--- config.mk ---
export PLATFORM = sky130hd
export DESIGN_NAME = priority_input_event_dispatcher
export DESIGN_NICKNAME = d
export VERILOG_FILES = /design/src/design/pied_pkg.sv /design/src/design/pied_ctrl.sv /design/src/design/pied_datapath.sv /design/src/design/priority_input_event_dispatcher.sv
export SDC_FILE = /design/constraint.sdc
export NUM_CORES = 1
export LEC_CHECK = 0
export ABC_CLOCK_PERIOD_IN_PS = 4500
export BUFFER_PORTS_ARGS = -buffer_cell sky130_fd_sc_hd__clkbuf_2
export CAP_MARGIN = 20
export CORE_UTILIZATION = 45
export CTS_BUF_LIST = sky130_fd_sc_hd__clkbuf_8
export CTS_CLUSTER_SIZE = 25
export DETAILED_ROUTE_END_ITERATION = 16
export PLACE_DENSITY = 0.62
export SYNTH_ARGS = -nofsm -noshare
export SYNTH_HDL_FRONTEND = slang
export SYNTH_SLANG_ARGS = --single-unit
--- constraint.sdc ---
create_clock -name aclk -period 4.5 [get_ports aclk]
set_input_delay 0.9 -clock aclk [delete_from_list [all_inputs] [get_ports aclk]]
set_output_delay 0.9 -clock aclk [all_outputs]
set_load 0.005 [all_outputs]
--- src/design/pied_pkg.sv ---
// ----------------------------------------------------------------------------
// pied_pkg - shared definitions for the priority input event dispatcher
// Register indexes, trigger and class codes, controller states, and the
// command and status groups passed between controller and datapath.
// ----------------------------------------------------------------------------
package pied_pkg;

    localparam int CHANNELS   = 16;
    localparam int LEVEL_W    = 16;
    localparam int INDEX_W    = 4;
    localparam int CLASS_W    = 2;
    localparam int MODE_W     = 3;
    localparam int MODES_W    = MODE_W * LEVEL_W;
    localparam int CLASSES_W  = CLASS_W * LEVEL_W;
    localparam int CFG_DATA_W = 48;
    localparam int CFG_IDX_W  = 2;

    localparam logic [CFG_IDX_W-1:0] REG_GLOBAL_ENABLE   = 2'd0;
    localparam logic [CFG_IDX_W-1:0] REG_CHANNEL_ENABLE  = 2'd1;
    localparam logic [CFG_IDX_W-1:0] REG_TRIGGER_MODES   = 2'd2;
    localparam logic [CFG_IDX_W-1:0] REG_PRIORITY_CLASSES = 2'd3;

    localparam logic [MODE_W-1:0] MODE_RISING  = 3'd0;
    localparam logic [MODE_W-1:0] MODE_FALLING = 3'd1;
    localparam logic [MODE_W-1:0] MODE_CHANGE  = 3'd2;
    localparam logic [MODE_W-1:0] MODE_HIGH    = 3'd3;
    localparam logic [MODE_W-1:0] MODE_LOW     = 3'd4;

    localparam logic [CLASS_W-1:0] PRIO_NONE   = 2'd0;
    localparam logic [CLASS_W-1:0] PRIO_LOW    = 2'd1;
    localparam logic [CLASS_W-1:0] PRIO_MEDIUM = 2'd2;
    localparam logic [CLASS_W-1:0] PRIO_HIGH   = 2'd3;

    localparam logic [MODES_W-1:0]   MODES_RESET   = 48'h4924_9249_2492;
    localparam logic [CLASSES_W-1:0] CLASSES_RESET = 32'hAAAA_AAAA;

    typedef enum logic {
        ST_IDLE,
        ST_SCAN
    } pied_state_t;

    typedef struct packed {
        logic cap;
        logic emit;
    } pied_cmd_t;

    typedef struct packed {
        logic global_en;
        logic pending;
        logic last_pick;
        logic out_free;
    } pied_sts_t;

    function automatic logic [INDEX_W-1:0] lowest_set(input logic [LEVEL_W-1:0] v);
        logic [INDEX_W-1:0] idx;
        idx = '0;
        for (int i = LEVEL_W - 1; i >= 0; i--) begin
            if (v[i]) begin
                idx = INDEX_W'(i);
            end
        end
        return idx;
    endfunction

endpackage

--- src/design/pied_ctrl.sv ---
// ----------------------------------------------------------------------------
// pied_ctrl - sample controller
// Accepts a sample when idle, then steps the datapath through the pending
// events, one beat per cycle while the output slot is free.
// ----------------------------------------------------------------------------
module pied_ctrl (
    input  logic                aclk,
    input  logic                aresetn,
    input  logic                s_axis_tvalid,
    output logic                s_axis_tready,
    input  pied_pkg::pied_sts_t sts,
    output pied_pkg::pied_cmd_t cmd
);

    pied_pkg::pied_state_t state_reg, state_next;

    always_ff @(posedge aclk) begin
        if (!aresetn) begin
            state_reg <= pied_pkg::ST_IDLE;
        end else begin
            state_reg <= state_next;
        end
    end

    always_comb begin
        state_next    = state_reg;
        s_axis_tready = 1'b0;
        cmd           = '0;
        unique case (state_reg)
            pied_pkg::ST_IDLE: begin
                s_axis_tready = 1'b1;
                // a disabled sample is taken and dropped
                if (s_axis_tvalid && sts.global_en) begin
                    cmd.cap    = 1'b1;
                    state_next = pied_pkg::ST_SCAN;
                end
            end
            pied_pkg::ST_SCAN: begin
                if (!sts.pending) begin
                    state_next = pied_pkg::ST_IDLE;
                end else if (sts.out_free) begin
                    cmd.emit = 1'b1;
                    if (sts.last_pick) begin
                        state_next = pied_pkg::ST_IDLE;
                    end
                end
            end
            default: state_next = pied_pkg::ST_IDLE;
        endcase
    end

    a_cap_blocks_input: assert property (@(posedge aclk) disable iff (!aresetn)
        cmd.cap |=> !s_axis_tready)
        else $error("input still ready after capture");

    a_emit_only_scanning: assert property (@(posedge aclk) disable iff (!aresetn)
        cmd.emit |-> state_reg == pied_pkg::ST_SCAN && sts.pending)
        else $error("emit outside of scan");

endmodule

--- src/design/pied_datapath.sv ---
// ----------------------------------------------------------------------------
// pied_datapath - trigger evaluation, class masks and output register
// Evaluates all channels on capture, holds per-class hit masks, and picks
// the next event by class then ascending index into the output register.
// ----------------------------------------------------------------------------
module pied_datapath (
    input  logic                                aclk,
    input  logic                                aresetn,
    input  logic                                cfg_wr_en,
    input  logic [pied_pkg::CFG_IDX_W-1:0]      cfg_wr_index,
    input  logic [pied_pkg::CFG_DATA_W-1:0]     cfg_wr_data,
    input  logic [pied_pkg::LEVEL_W-1:0]        s_levels,
    input  pied_pkg::pied_cmd_t                 cmd,
    output pied_pkg::pied_sts_t                 sts,
    output logic                                m_valid,
    input  logic                                m_ready,
    output logic [pied_pkg::INDEX_W-1:0]        m_index,
    output logic                                m_level,
    output logic [pied_pkg::CLASS_W-1:0]        m_class,
    output logic                                m_last
);

    logic                              global_en_reg;
    logic [pied_pkg::LEVEL_W-1:0]      chan_en_reg;
    logic [pied_pkg::MODES_W-1:0]      modes_reg;
    logic [pied_pkg::CLASSES_W-1:0]    classes_reg;
    logic [pied_pkg::LEVEL_W-1:0]      prev_reg;
    logic [pied_pkg::LEVEL_W-1:0]      cur_reg;
    logic [pied_pkg::LEVEL_W-1:0]      hi_reg, med_reg, lo_reg;
    logic [pied_pkg::LEVEL_W-1:0]      hi_next, med_next, lo_next;
    logic [pied_pkg::LEVEL_W-1:0]      hit;
    logic [pied_pkg::LEVEL_W-1:0]      sel_mask, onehot, all_mask;
    logic [pied_pkg::CLASS_W-1:0]      sel_class;
    logic [pied_pkg::INDEX_W-1:0]      pick_idx;
    logic                              out_valid_reg;
    logic [pied_pkg::INDEX_W-1:0]      out_index_reg;
    logic                              out_level_reg;
    logic [pied_pkg::CLASS_W-1:0]      out_class_reg;
    logic                              out_last_reg;

    always_ff @(posedge aclk) begin
        if (!aresetn) begin
            global_en_reg <= 1'b0;
            chan_en_reg   <= '0;
            modes_reg     <= pied_pkg::MODES_RESET;
            classes_reg   <= pied_pkg::CLASSES_RESET;
        end else if (cfg_wr_en) begin
            unique case (cfg_wr_index)
                pied_pkg::REG_GLOBAL_ENABLE:    global_en_reg <= cfg_wr_data[0];
                pied_pkg::REG_CHANNEL_ENABLE:   chan_en_reg <= cfg_wr_data[pied_pkg::LEVEL_W-1:0];
                pied_pkg::REG_TRIGGER_MODES:    modes_reg <= cfg_wr_data[pied_pkg::MODES_W-1:0];
                pied_pkg::REG_PRIORITY_CLASSES:
                    classes_reg <= cfg_wr_data[pied_pkg::CLASSES_W-1:0];
                default: ;
            endcase
        end
    end

    // trigger check for every handled channel, in parallel
    always_comb begin
        logic [pied_pkg::MODE_W-1:0] mode;
        logic p, c;
        hit = '0;
        for (int i = 0; i < pied_pkg::CHANNELS; i++) begin
            mode = modes_reg[pied_pkg::MODE_W*i +: pied_pkg::MODE_W];
            p    = prev_reg[i];
            c    = s_levels[i];
            unique case (mode)
                pied_pkg::MODE_RISING:  hit[i] = !p && c;
                pied_pkg::MODE_FALLING: hit[i] = p && !c;
                pied_pkg::MODE_CHANGE:  hit[i] = p != c;
                pied_pkg::MODE_HIGH:    hit[i] = c;
                pied_pkg::MODE_LOW:     hit[i] = !c;
                default:                hit[i] = 1'b0;
            endcase
            hit[i] = hit[i] && chan_en_reg[i];
        end
    end

    // pick: highest non-empty class, lowest index within it
    always_comb begin
        priority if (hi_reg != '0) begin
            sel_mask  = hi_reg;
            sel_class = pied_pkg::PRIO_HIGH;
        end else if (med_reg != '0) begin
            sel_mask  = med_reg;
            sel_class = pied_pkg::PRIO_MEDIUM;
        end else begin
            sel_mask  = lo_reg;
            sel_class = pied_pkg::PRIO_LOW;
        end
        pick_idx = pied_pkg::lowest_set(sel_mask);
        onehot   = pied_pkg::LEVEL_W'(1) << pick_idx;
        all_mask = hi_reg | med_reg | lo_reg;
    end

    always_comb begin
        hi_next  = hi_reg;
        med_next = med_reg;
        lo_next  = lo_reg;
        if (cmd.cap) begin
            for (int i = 0; i < pied_pkg::LEVEL_W; i++) begin
                hi_next[i]  = hit[i] &&
                    classes_reg[pied_pkg::CLASS_W*i +: pied_pkg::CLASS_W] == pied_pkg::PRIO_HIGH;
                med_next[i] = hit[i] &&
                    classes_reg[pied_pkg::CLASS_W*i +: pied_pkg::CLASS_W] == pied_pkg::PRIO_MEDIUM;
                lo_next[i]  = hit[i] &&
                    classes_reg[pied_pkg::CLASS_W*i +: pied_pkg::CLASS_W] == pied_pkg::PRIO_LOW;
            end
        end else if (cmd.emit) begin
            // classes are disjoint, so clearing the bit everywhere is safe
            hi_next  = hi_reg & ~onehot;
            med_next = med_reg & ~onehot;
            lo_next  = lo_reg & ~onehot;
        end
    end

    always_ff @(posedge aclk) begin
        if (!aresetn) begin
            hi_reg   <= '0;
            med_reg  <= '0;
            lo_reg   <= '0;
            prev_reg <= '0;
        end else begin
            hi_reg  <= hi_next;
            med_reg <= med_next;
            lo_reg  <= lo_next;
            if (cmd.cap) begin
                prev_reg <= s_levels;
            end
        end
    end

    always_ff @(posedge aclk) begin
        if (cmd.cap) begin
            cur_reg <= s_levels;
        end
    end

    always_ff @(posedge aclk) begin
        if (!aresetn) begin
            out_valid_reg <= 1'b0;
        end else if (cmd.emit) begin
            out_valid_reg <= 1'b1;
        end else if (m_ready) begin
            out_valid_reg <= 1'b0;
        end
    end

    always_ff @(posedge aclk) begin
        if (cmd.emit) begin
            out_index_reg <= pick_idx;
            out_level_reg <= cur_reg[pick_idx];
            out_class_reg <= sel_class;
            out_last_reg  <= (all_mask & ~onehot) == '0;
        end
    end

    assign sts.global_en = global_en_reg;
    assign sts.pending   = all_mask != '0;
    assign sts.last_pick = (all_mask & ~onehot) == '0;
    assign sts.out_free  = !out_valid_reg || m_ready;

    assign m_valid = out_valid_reg;
    assign m_index = out_index_reg;
    assign m_level = out_level_reg;
    assign m_class = out_class_reg;
    assign m_last  = out_last_reg;

    a_emit_has_event: assert property (@(posedge aclk) disable iff (!aresetn)
        cmd.emit |-> sts.pending && sts.out_free)
        else $error("emit without a pending event or free slot");

    a_last_drains: assert property (@(posedge aclk) disable iff (!aresetn)
        (cmd.emit && sts.last_pick) |=> !sts.pending && m_valid && m_last)
        else $error("events left after the last beat");

endmodule

--- src/design/priority_input_event_dispatcher.sv ---
// ----------------------------------------------------------------------------
// priority_input_event_dispatcher - edge/level event dispatcher, 16 inputs
// Channel     Dir  Beat contents
// s_axis      in   tdata[15:0] input_levels
// m_axis      out  tdata[3:0] channel_index, tdata[4] level, tuser[1:0]
//                  priority_class, tlast last
// cfg_wr      in   index 0 enable, 1 channel mask, 2 modes, 3 classes
//
// A sample is captured first, then the event pick loop reports one event per
// cycle while the output register is free, and returns to idle once none are left.
// A sample with the global enable off is taken and dropped.
// Output stalls hold the pick loop; the next sample is taken while the last
// beat still waits in the output register. Reset is synchronous, active low.
// ----------------------------------------------------------------------------
module priority_input_event_dispatcher (
    input  logic                             aclk,
    input  logic                             aresetn,
    input  logic                             cfg_wr_en,
    input  logic [pied_pkg::CFG_IDX_W-1:0]   cfg_wr_index,
    input  logic [pied_pkg::CFG_DATA_W-1:0]  cfg_wr_data,
    input  logic                             s_axis_tvalid,
    output logic                             s_axis_tready,
    input  logic [15:0]                      s_axis_tdata,  // [15:0] input_levels
    output logic                             m_axis_tvalid,
    input  logic                             m_axis_tready,
    output logic [7:0]                       m_axis_tdata,  // [3:0] channel_index, [4] level
    output logic [1:0]                       m_axis_tuser,  // [1:0] priority_class
    output logic                             m_axis_tlast
);

    pied_pkg::pied_cmd_t             cmd;
    pied_pkg::pied_sts_t             sts;
    logic [pied_pkg::INDEX_W-1:0]    m_index;
    logic                            m_level;

    pied_ctrl u_ctrl (
        .aclk          (aclk),
        .aresetn       (aresetn),
        .s_axis_tvalid (s_axis_tvalid),
        .s_axis_tready (s_axis_tready),
        .sts           (sts),
        .cmd           (cmd)
    );

    pied_datapath u_datapath (
        .aclk         (aclk),
        .aresetn      (aresetn),
        .cfg_wr_en    (cfg_wr_en),
        .cfg_wr_index (cfg_wr_index),
        .cfg_wr_data  (cfg_wr_data),
        .s_levels     (s_axis_tdata),
        .cmd          (cmd),
        .sts          (sts),
        .m_valid      (m_axis_tvalid),
        .m_ready      (m_axis_tready),
        .m_index      (m_index),
        .m_level      (m_level),
        .m_class      (m_axis_tuser),
        .m_last       (m_axis_tlast)
    );

    assign m_axis_tdata = {3'b000, m_level, m_index};

endmodule
==> flow_metrics.env, run 1 <==
export IMPL_syn_cell_area_mm2=0.00989
export IMPL_grt_setup_unrepaired="false"
export IMPL_tritoncts_num_sinks=187
export IMPL_layout_worst_path_cycle_share=0.886
export IMPL_chipWidth_um=150
export IMPL_fin_area_mm2=0.0109
export IMPL_min_period_ps=3990
export IMPL_globalplace_congestion=0.959
export IMPL_tritoncts_num_buffers=17
export IMPL_max_ffs_per_register=48
export IMPL_vias=8527
export IMPL_worst_pin_slew_ps=1010
export IMPL_clock_network_latency_to_the_later_pin_of_the_worst_skew_pair_ps=480
export IMPL_detailedPlace_worstSlack_ps=600
export IMPL_result_of_the_run="complete, no violations"
export IMPL_critical_path_startpoint_type="register"
export IMPL_global_route_wire_length_before_repair_mm=46.1
export IMPL_setup_viol_count_final=0
export IMPL_total_die_area_mm2=0.0226
export IMPL_clkTransAtPathRegs_ps=100
export IMPL_p_leak_nw=4.16
export IMPL_cts_hold_repair_buffers=0
export IMPL_worst_setup_path_end_kind="register"
export IMPL_final_setup_worst_slack_ps=514
export IMPL_setup_total_negative_slack_ps=0
export IMPL_synth_seq_area_share=0.403
export IMPL_placed_area_mm2=0.0105
export IMPL_drt_pass1_iterations=5
export IMPL_count_of_antenna_violating_nets_left_after_detailed_routing=0
export IMPL_skew_ps=16.6
export IMPL_post_synth_cell_area_avg_um2=8.47
export IMPL_dieHeight_um=150
export IMPL_dp_final_hpwl_mm=21.7
export IMPL_setup_cp_type="reg2reg"
export IMPL_drt_wl_total_mm=29.2
export IMPL_clock_tree_buffer_depth=2
export IMPL_slew_viol_final=0
export IMPL_max_clock_freq_mhz=251
export IMPL_diodes=0
export IMPL_timing_hold_violations_final=0
export IMPL_cp_data_required_time_ps=4730
export IMPL_pin_count=84
export IMPL_drt_vias_per_instance=5.66
export IMPL_synth_async_reset_ratio=0
export IMPL_antenna_found_initial=0
export IMPL_track_usage=0.272
export IMPL_initial_standard_cell_utilization_of_the_core=0.464
export IMPL_filler_cell_count=2067
export IMPL_grt_remaining_overflow=0
export IMPL_max_slew_headroom=0.325
export IMPL_cts_root_buffer="sky130_fd_sc_hd__clkbuf_8"
export IMPL_drt_initial_drc_count=657
export IMPL_ir_drop_uv=201
export IMPL_pwr_density_cell_mw_per_mm2=294
export IMPL_dp_cells=1475
export IMPL_area_growth_pct=10.3
export IMPL_cts_htree_levels=4
export IMPL_first_global_vias=8087
export IMPL_final_net_count=1322
export IMPL_routed_wire_length_per_instance_um=19.3
export IMPL_yosys_register_bits=187
export IMPL_placementRows=53
export IMPL_hold_class="reg2reg"
export IMPL_cap_viol_max_count=0
export IMPL_postCtsResizedCells=0
export IMPL_worst_path_max_fanout=8
export IMPL_edff_count_synth=24
export IMPL_core_area_mm2=0.0213
export IMPL_post_route_cells_drive_above_1_share=0.150
export IMPL_route_detailed_drc=0
export IMPL_synth_cell_types=82
export IMPL_io_buffers=80
export IMPL_grt_start_max_net_pins=80
export IMPL_yosysWarnings=0
export IMPL_cts_post_setup_buffers_inserted=0
export IMPL_critical_path_arrival_ps=4210
export IMPL_tritoncts_clock_tree="yes"
export IMPL_top_flip_flop_cell_by_instance_count_after_synthesis="sky130_fd_sc_hd__dfxtp_1"
export IMPL_synthCells=1167
export IMPL_fin_cells=1507
==> area by class of cell <==
type	instances	area, um^2	share of cell area
Inverter	71	267	0.0244
Clock buffer	17	234	0.0215
Sequential cell	187	3980	0.365
Tap cell	275	344	0.0316
Timing Repair Buffer	94	541	0.0496
Clock inverter	15	188	0.0172
Multi-Input combinational cell	848	5340	0.490
==> placed cells by master (no fill, tap or decap), types with 4 or more instances in the layout <==
cell	instances
sky130_fd_sc_hd__nor2b_1	43
sky130_fd_sc_hd__and2_1	6
sky130_fd_sc_hd__clkbuf_8	17
sky130_fd_sc_hd__ha_1	32
sky130_fd_sc_hd__mux2i_1	22
sky130_fd_sc_hd__a21oi_1	44
sky130_fd_sc_hd__nand3_1	44
sky130_fd_sc_hd__mux4_2	16
sky130_fd_sc_hd__nand4_1	6
sky130_fd_sc_hd__a21boi_0	85
sky130_fd_sc_hd__buf_4	13
sky130_fd_sc_hd__nor2_1	65
sky130_fd_sc_hd__o31a_1	5
sky130_fd_sc_hd__o21ai_0	11
sky130_fd_sc_hd__nand2_1	277
sky130_fd_sc_hd__a32oi_1	22
sky130_fd_sc_hd__nor4_1	14
sky130_fd_sc_hd__o211ai_1	9
sky130_fd_sc_hd__clkbuf_2	79
sky130_fd_sc_hd__edfxtp_1	24
sky130_fd_sc_hd__a31oi_1	10
sky130_fd_sc_hd__dfxtp_1	163
sky130_fd_sc_hd__or2_2	4
sky130_fd_sc_hd__inv_8	4
sky130_fd_sc_hd__inv_1	70
sky130_fd_sc_hd__a211oi_1	5
sky130_fd_sc_hd__nor3_1	37
==> metal layers <==
| layer | global-route usage | routed length (um) |
|---|---|---|
| met1 | 0.381 | 13900 |
| met2 | 0.413 | 12900 |
| met3 | 0.0464 | 1310 |
| met4 | 0.113 | 1010 |
| met5 | 0 | 0 |
==> cell usage after synthesis (all sizes together) (3+ instances only) <==
cell type | count | area, um^2
buf | 16 | 128
o211ai | 12 | 105
dfxtp | 163 | 3260
a31o | 3 | 26.3
o21bai | 3 | 22.5
nand2 | 279 | 1050
a221o | 5 | 52.6
o31a | 5 | 43.8
nor2b | 43 | 269
a221oi | 3 | 26.3
a21o | 4 | 32.5
and4 | 3 | 26.3
nor2 | 67 | 254
ha | 32 | 400
a31oi | 10 | 62.6
nor4b | 4 | 50.1
a21oi | 46 | 245
a21boi | 85 | 638
o21ai | 14 | 92.6
a211oi | 7 | 70.1
mux2i | 22 | 220
a32oi | 22 | 193
nor3 | 39 | 211
nand3 | 44 | 220
and2 | 7 | 45.1
o221ai | 3 | 26.3
mux4 | 16 | 360
or2 | 5 | 31.3
nor4 | 19 | 176
inv | 71 | 267
or4 | 5 | 48.8
edfxtp | 24 | 721
nand4 | 8 | 62.6
clkbuf | 47 | 179
==> worst paths after layout <==
kind / depth (start not counted) / slack [ps] / end / from
max: 11 / 510 / u_datapath.m_level / u_datapath.hi_reg[3]
min reg2reg: 2 / 470 / u_datapath.chan_en_reg[7] / u_datapath.chan_en_reg[7]
min: 2 / 470 / u_datapath.chan_en_reg[7] / u_datapath.chan_en_reg[7]
max reg2reg: 11 / 510 / u_datapath.m_level / u_datapath.hi_reg[3]
==> per-stage QoR <==
step,total power [W],hold slack [ps],utilization
global route,0.00333,499,0.512
detailed placement,0.00205,459,0.492
floorplan,0.00194,444,-
finish,0.00320,472,0.512
CTS,0.00323,475,0.512
global placement,0.00204,451,0.491
==> kinds of logic after synthesis <==
| logic type | after synthesis | synth area share |
|---|---|---|
| multiplexers | 38 | 0.0587 |
| adder cells (fa/ha/maj) | 32 | 0.0405 |
| buffers and inverters | 134 | 0.0580 |
| flip-flops | 187 | 0.403 |
| AND/OR/NAND/NOR | 534 | 0.257 |
| AO/OA/AOI/OAI | 241 | 0.183 |
| other | 1 | 0.000379 |
==> where the power goes <==
part / switching [W] / total [W] / internal, W
combinational: 0.000139 / 0.000246 / 0.000107
sequential: 0.0000350 / 0.00176 / 0.00173
clock: 0.000681 / 0.00120 / 0.000518
==> worst max-delay path, cell delays in order (launching register included) <==
cell and delay, ps:
sky130_fd_sc_hd__dfxtp_1 390, sky130_fd_sc_hd__nor4_1 490, sky130_fd_sc_hd__nand4_2 360, sky130_fd_sc_hd__nor2_2 420, sky130_fd_sc_hd__buf_4 230, sky130_fd_sc_hd__a221o_1 280, sky130_fd_sc_hd__a211oi_2 110, sky130_fd_sc_hd__a211oi_4 550
sky130_fd_sc_hd__mux2i_1 270, sky130_fd_sc_hd__o221ai_1 160, sky130_fd_sc_hd__o21ba_1 220, sky130_fd_sc_hd__a211o_1 280
(Power assumes the default switching activity.)
==> inputs of run 2 (changes only) <==
--- a/config.mk
+++ b/config.mk
@@ -7,12 +7,14 @@
 export LEC_CHECK = 0
 export ABC_CLOCK_PERIOD_IN_PS = 4500
 export BUFFER_PORTS_ARGS = -buffer_cell sky130_fd_sc_hd__clkbuf_2
-export CAP_MARGIN = 20
+export CAP_MARGIN = 15
+export CORE_MARGIN = 4
 export CORE_UTILIZATION = 45
 export CTS_BUF_LIST = sky130_fd_sc_hd__clkbuf_8
 export CTS_CLUSTER_SIZE = 25
 export DETAILED_ROUTE_END_ITERATION = 16
 export PLACE_DENSITY = 0.62
+export SKIP_CTS_REPAIR_TIMING = 1
 export SYNTH_ARGS = -nofsm -noshare
 export SYNTH_HDL_FRONTEND = slang
 export SYNTH_SLANG_ARGS = --single-unit
==> run 2 against run 1 <==
Compared with the run above:
- sequential cell count unchanged
- core utilization up 0.076 points
- clock skew up 2.6 ps
- sequential share of layout area down 0.054 points
- non-clock buffer count up 2
- die area up 8.1%
- critical path type unchanged
- largest power group unchanged
==> flow_metrics.env, run 2 (synthesis results as in run 1) <==
export IMPL_hold_class="reg2reg"
export IMPL_io_buffers=80
export IMPL_grt_start_max_net_pins=104
export IMPL_track_usage=0.242
export IMPL_min_period_ps=4070
export IMPL_dp_final_hpwl_mm=21.7
export IMPL_tritoncts_num_sinks=187
export IMPL_setup_total_negative_slack_ps=0
export IMPL_routed_wire_length_per_instance_um=19.6
export IMPL_skew_ps=19.2
export IMPL_cts_htree_levels=4
export IMPL_area_growth_pct=10.4
export IMPL_initial_standard_cell_utilization_of_the_core=0.464
export IMPL_pin_count=84
export IMPL_critical_path_startpoint_type="register"
export IMPL_vias=8673
export IMPL_core_area_mm2=0.0213
export IMPL_setup_viol_count_final=0
export IMPL_cpLargestDelayFamily="compound AO/OA/AOI/OAI gates"
export IMPL_cap_viol_max_count=0
export IMPL_drt_wl_total_mm=29.5
export IMPL_count_of_antenna_violating_nets_left_after_detailed_routing=0
export IMPL_timing_hold_violations_final=0
export IMPL_worst_pin_slew_ps=1020
export IMPL_result_of_the_run="complete, no violations"
export IMPL_p_total_w=0.00327
export IMPL_critical_path_arrival_ps=4410
export IMPL_route_detailed_drc=0
export IMPL_final_net_count=1324
export IMPL_p_leak_nw=4.17
export IMPL_globalplace_congestion=0.970
export IMPL_critPathBufInv=0
export IMPL_cp_data_required_time_ps=4840
export IMPL_tritoncts_num_buffers=17
export IMPL_first_global_vias=8064
export IMPL_chipWidth_um=156
export IMPL_grt_remaining_overflow=0
export IMPL_clock_tree_buffer_depth=2
export IMPL_worst_path_max_fanout=19
export IMPL_cp_cell_sequence="or4_4 > nor4_4 > nor2_1 > o311ai_1 > a31o_2 > a21o_1 > o211ai_2 > o221ai_1 > o2bb2ai_1 > a211o_1"
export IMPL_worst_setup_path_end_kind="register"
export IMPL_setup_cp_type="reg2reg"
export IMPL_ir_drop_uv=197
export IMPL_total_die_area_mm2=0.0244
export IMPL_placementRows=53
export IMPL_tritoncts_clock_tree="yes"
export IMPL_max_ffs_per_register=48
export IMPL_pwr_density_cell_mw_per_mm2=299
export IMPL_clkTransAtPathRegs_ps=100
export IMPL_clock_network_latency_to_the_later_pin_of_the_worst_skew_pair_ps=470
export IMPL_global_route_wire_length_before_repair_mm=46.1
export IMPL_cts_root_buffer="sky130_fd_sc_hd__clkbuf_8"
export IMPL_crit_path_top_delay_cell="sky130_fd_sc_hd__nor4_4"
export IMPL_max_clock_freq_mhz=245
export IMPL_filler_cell_count=2041
export IMPL_slew_viol_final=0
export IMPL_final_cell_mix="sky130_fd_sc_hd__nand2_1 (277), sky130_fd_sc_hd__dfxtp_1 (163), sky130_fd_sc_hd__a21boi_0 (85)"
export IMPL_drt_initial_drc_count=710
export IMPL_antenna_found_initial=0
export IMPL_dieHeight_um=156
export IMPL_layout_worst_path_cycle_share=0.905
export IMPL_drt_pass1_iterations=6
export IMPL_post_route_cells_drive_above_1_share=0.151
export IMPL_final_common_cell="sky130_fd_sc_hd__nand2_1"
export IMPL_drt_vias_per_instance=5.76
export IMPL_cp_slowest_stage_delay_ps=640
export IMPL_grt_setup_unrepaired="false"
export IMPL_hold_ws_ps=468
export IMPL_diodes=0
export IMPL_max_slew_headroom=0.318
==> run 2: changes by cell type in the layout (fill, tap and decap cells not counted), moves of 2 or more <==
| cell | change |
|---|---|
| sky130_fd_sc_hd__buf_4 | +3 |
| sky130_fd_sc_hd__bufinv_16 | +2 |
| sky130_fd_sc_hd__clkinv_8 | -2 |
| sky130_fd_sc_hd__inv_8 | -3 |
==> run 2: metrics by stage <==
stage / setup slack [ps] / utilization / area (um^2) / cells
6_report: 426 / 0.513 / 10900 / 1507
5_1_grt: 219 / 0.513 / 10900 / 1507
4_1_cts: 472 / 0.512 / 10900 / 1506
3_5_place_dp: 533 / 0.491 / 10500 / 1476
3_3_place_gp: 573 / 0.491 / 10500 / 1476
2_1_floorplan: 1270 / - / 9890 / 1169
==> run 2: tightest hold or removal path: stages (launching register included) <==
cell and delay, ps:
sky130_fd_sc_hd__dfxtp_1 320, sky130_fd_sc_hd__nand2_1 40, sky130_fd_sc_hd__a21boi_0 60
==> run 2: final timing paths <==
check | start | depth (start not counted) | slack [ps] | endpoint
setup reg to reg | u_datapath.med_reg[0] | 10 | 430 | u_datapath.m_level
hold reg to reg | u_datapath.chan_en_reg[3] | 2 | 470 | u_datapath.chan_en_reg[3]
setup / recovery | u_datapath.med_reg[0] | 10 | 430 | u_datapath.m_level
hold / removal | u_datapath.chan_en_reg[3] | 2 | 470 | u_datapath.chan_en_reg[3]
==> run 2: layout make-up <==
cell class / count / area [um^2] / share of cell area
clock buffer: 18 / 248 / 0.0227
clock inverter: 12 / 188 / 0.0172
inverter: 71 / 267 / 0.0244
multi-input combinational: 848 / 5340 / 0.490
sequential: 187 / 3980 / 0.365
tap: 275 / 344 / 0.0315
timing repair buffer: 96 / 543 / 0.0497
==> run 2: routing by layer <==
layer,track usage,up-vias,share of wire
met5,0,-,0
met4,0.0764,0,0.030
met3,0.0371,48,0.056
met2,0.382,311,0.45
met1,0.343,4144,0.47
li1,-,4170,-
==> run 2: report_power, final <==
group          switching, W  total, W  internal, W
Sequential        0.0000344   0.00176      0.00172
Combinational      0.000140  0.000246     0.000106
Clock              0.000637   0.00126     0.000623
==> inputs of run 3 (changes only) <==
--- a/config.mk
+++ b/config.mk
@@ -8,7 +8,7 @@
 export ABC_CLOCK_PERIOD_IN_PS = 4500
 export BUFFER_PORTS_ARGS = -buffer_cell sky130_fd_sc_hd__clkbuf_2
 export CAP_MARGIN = 15
-export CORE_MARGIN = 4
+export CORE_MARGIN = 2
 export CORE_UTILIZATION = 45
 export CTS_BUF_LIST = sky130_fd_sc_hd__clkbuf_8
 export CTS_CLUSTER_SIZE = 25
==> run 3 against run 2 <==
Compared with the run above:
- combinational power about the same
- sequential power about the same
- core utilization decreased by 1.0 points
==> flow_metrics.env, run 3 (synthesis results as in run 1) <==
export IMPL_setup_total_negative_slack_ps=0
export IMPL_final_cell_mix="sky130_fd_sc_hd__nand2_1 (277), sky130_fd_sc_hd__dfxtp_1 (163), sky130_fd_sc_hd__a21boi_0 (85)"
export IMPL_globalplace_congestion=0.940
export IMPL_drt_wl_total_mm=30.1
export IMPL_hold_class="reg2reg"
export IMPL_worst_pin_slew_ps=1020
export IMPL_final_common_cell="sky130_fd_sc_hd__nand2_1"
export IMPL_final_net_count=1328
export IMPL_clkTransAtPathRegs_ps=110
export IMPL_crit_path_top_delay_cell="sky130_fd_sc_hd__a211oi_4"
export IMPL_max_ffs_per_register=48
export IMPL_detailedPlace_worstSlack_ps=498
export IMPL_critical_path_startpoint_type="register"
export IMPL_pwr_density_cell_mw_per_mm2=289
export IMPL_chipWidth_um=152
export IMPL_pin_count=84
export IMPL_ir_drop_uv=232
export IMPL_final_setup_worst_slack_ps=398
export IMPL_area_sequential_mm2=0.00398
export IMPL_slew_viol_final=0
export IMPL_tritoncts_num_sinks=187
export IMPL_timing_rr_start="u_datapath.hi_reg[0]"
export IMPL_dp_final_hpwl_mm=22.0
export IMPL_track_usage=0.260
export IMPL_p_leak_nw=4.18
export IMPL_diodes=0
export IMPL_cp_slowest_stage_delay_ps=550
export IMPL_clock_tree_buffer_depth=2
export IMPL_cap_viol_max_count=0
export IMPL_cpLargestDelayFamily="compound AO/OA/AOI/OAI gates"
export IMPL_grt_setup_unrepaired="false"
export IMPL_filler_cell_count=2130
export IMPL_drt_initial_drc_count=701
export IMPL_placementRows=54
export IMPL_route_detailed_drc=0
export IMPL_cts_htree_levels=4
export IMPL_max_slew_headroom=0.319
export IMPL_clock_network_latency_to_the_later_pin_of_the_worst_skew_pair_ps=480
export IMPL_layout_worst_path_cycle_share=0.912
export IMPL_antenna_found_initial=0
export IMPL_max_clock_freq_mhz=244
export IMPL_initial_standard_cell_utilization_of_the_core=0.456
export IMPL_area_growth_pct=10.3
export IMPL_multi_input_area_mm2=0.00534
export IMPL_first_global_vias=8099
export IMPL_setup_cp_type="reg2reg"
export IMPL_global_route_wire_length_before_repair_mm=47.4
export IMPL_cp_data_required_time_ps=4740
export IMPL_drt_pass1_iterations=5
export IMPL_count_of_antenna_violating_nets_left_after_detailed_routing=0
export IMPL_tritoncts_clock_tree="yes"
export IMPL_skew_ps=21.8
export IMPL_cp_cell_sequence="nor4_1 > nand4_2 > nor2_2 > buf_4 > a221o_1 > a211oi_2 > a211oi_4 > mux2i_1 > o221ai_1 > o21ba_1 > a211o_1"
export IMPL_post_route_cells_drive_above_1_share=0.155
export IMPL_min_period_ps=4100
export IMPL_tritoncts_num_buffers=17
export IMPL_startpoint_of_the_most_critical_setup_path="u_datapath.hi_reg[0]"
export IMPL_min_delay_start="u_datapath.chan_en_reg[11]"
export IMPL_critPathBufInv=1
export IMPL_timing_hold_violations_final=0
export IMPL_drt_vias_per_instance=5.68
export IMPL_result_of_the_run="complete, no violations"
export IMPL_critical_path_arrival_ps=4340
export IMPL_grt_remaining_overflow=0
export IMPL_io_buffers=80
export IMPL_cts_root_buffer="sky130_fd_sc_hd__clkbuf_8"
export IMPL_vias=8626
export IMPL_grt_start_max_net_pins=98
export IMPL_worst_path_max_fanout=8
export IMPL_dieHeight_um=152
export IMPL_core_area_mm2=0.0217
export IMPL_setup_viol_count_final=0
export IMPL_total_die_area_mm2=0.0232
export IMPL_worst_setup_path_end_kind="register"
export IMPL_routed_wire_length_per_instance_um=19.8
export IMPL_hold_ws_ps=472
==> run 3: changes by cell type in the layout (fill, tap and decap cells not counted) <==
| cell | delta |
|---|---|
| sky130_fd_sc_hd__clkinvlp_4 | -2 |
| sky130_fd_sc_hd__buf_4 | +4 |
| sky130_fd_sc_hd__inv_6 | +1 |
| sky130_fd_sc_hd__clkinv_8 | +3 |
| sky130_fd_sc_hd__bufinv_16 | -4 |
| sky130_fd_sc_hd__buf_12 | +1 |
| sky130_fd_sc_hd__inv_8 | +3 |
| sky130_fd_sc_hd__buf_16 | -1 |
| sky130_fd_sc_hd__clkinv_2 | +1 |
==> run 3: tightest hold or removal path: cells and delay by family (launching register included) <==
kind,cells,cell delay (ps)
AND/OR/NAND/NOR,1,50
flip-flops,1,330
AO/OA/AOI/OAI,1,60
==> run 3: routing by layer <==
metal / vias to the layer above / global-route usage / wire [um]
li1: 4182 / - / -
met1: 4117 / 0.375 / 13900
met2: 280 / 0.408 / 13800
met3: 47 / 0.0347 / 1700
met4: 0 / 0.0806 / 681
met5: - / 0 / 0
==> run 3: path summary, 6_finish.rpt <==
| kind | end | depth (start not counted) | slack [ps] |
|---|---|---|---|
| max reg2reg | u_datapath.m_level | 11 | 400 |
| max | u_datapath.m_level | 11 | 400 |
| min reg2reg | u_datapath.chan_en_reg[11] | 2 | 470 |
| min | u_datapath.chan_en_reg[11] | 2 | 470 |
==> run 3: power breakdown <==
| group | switching, W | internal, W | total, W |
|---|---|---|---|
| logic | 0.000139 | 0.000106 | 0.000245 |
| registers | 0.0000342 | 0.00173 | 0.00176 |
| clock network | 0.000717 | 0.000432 | 0.00115 |
==> run 3: layout make-up <==
type / instances / share of cell area
Sequential cell: 187 / 0.365
Clock inverter: 14 / 0.0137
Clock buffer: 18 / 0.0227
Timing Repair Buffer: 100 / 0.0519
Tap cell: 280 / 0.0321
Inverter: 71 / 0.0244
Multi-Input combinational cell: 848 / 0.490
==> run 3: through the flow <==
stage | util | power [W] | cells | cell area [um^2]
floorplan | - | 0.00194 | 1169 | 9890
global placement | 0.484 | 0.00204 | 1485 | 10500
detailed placement | 0.484 | 0.00204 | 1485 | 10500
CTS | 0.502 | 0.00318 | 1517 | 10900
global route | 0.503 | 0.00328 | 1518 | 10900
finish | 0.503 | 0.00315 | 1518 | 10900
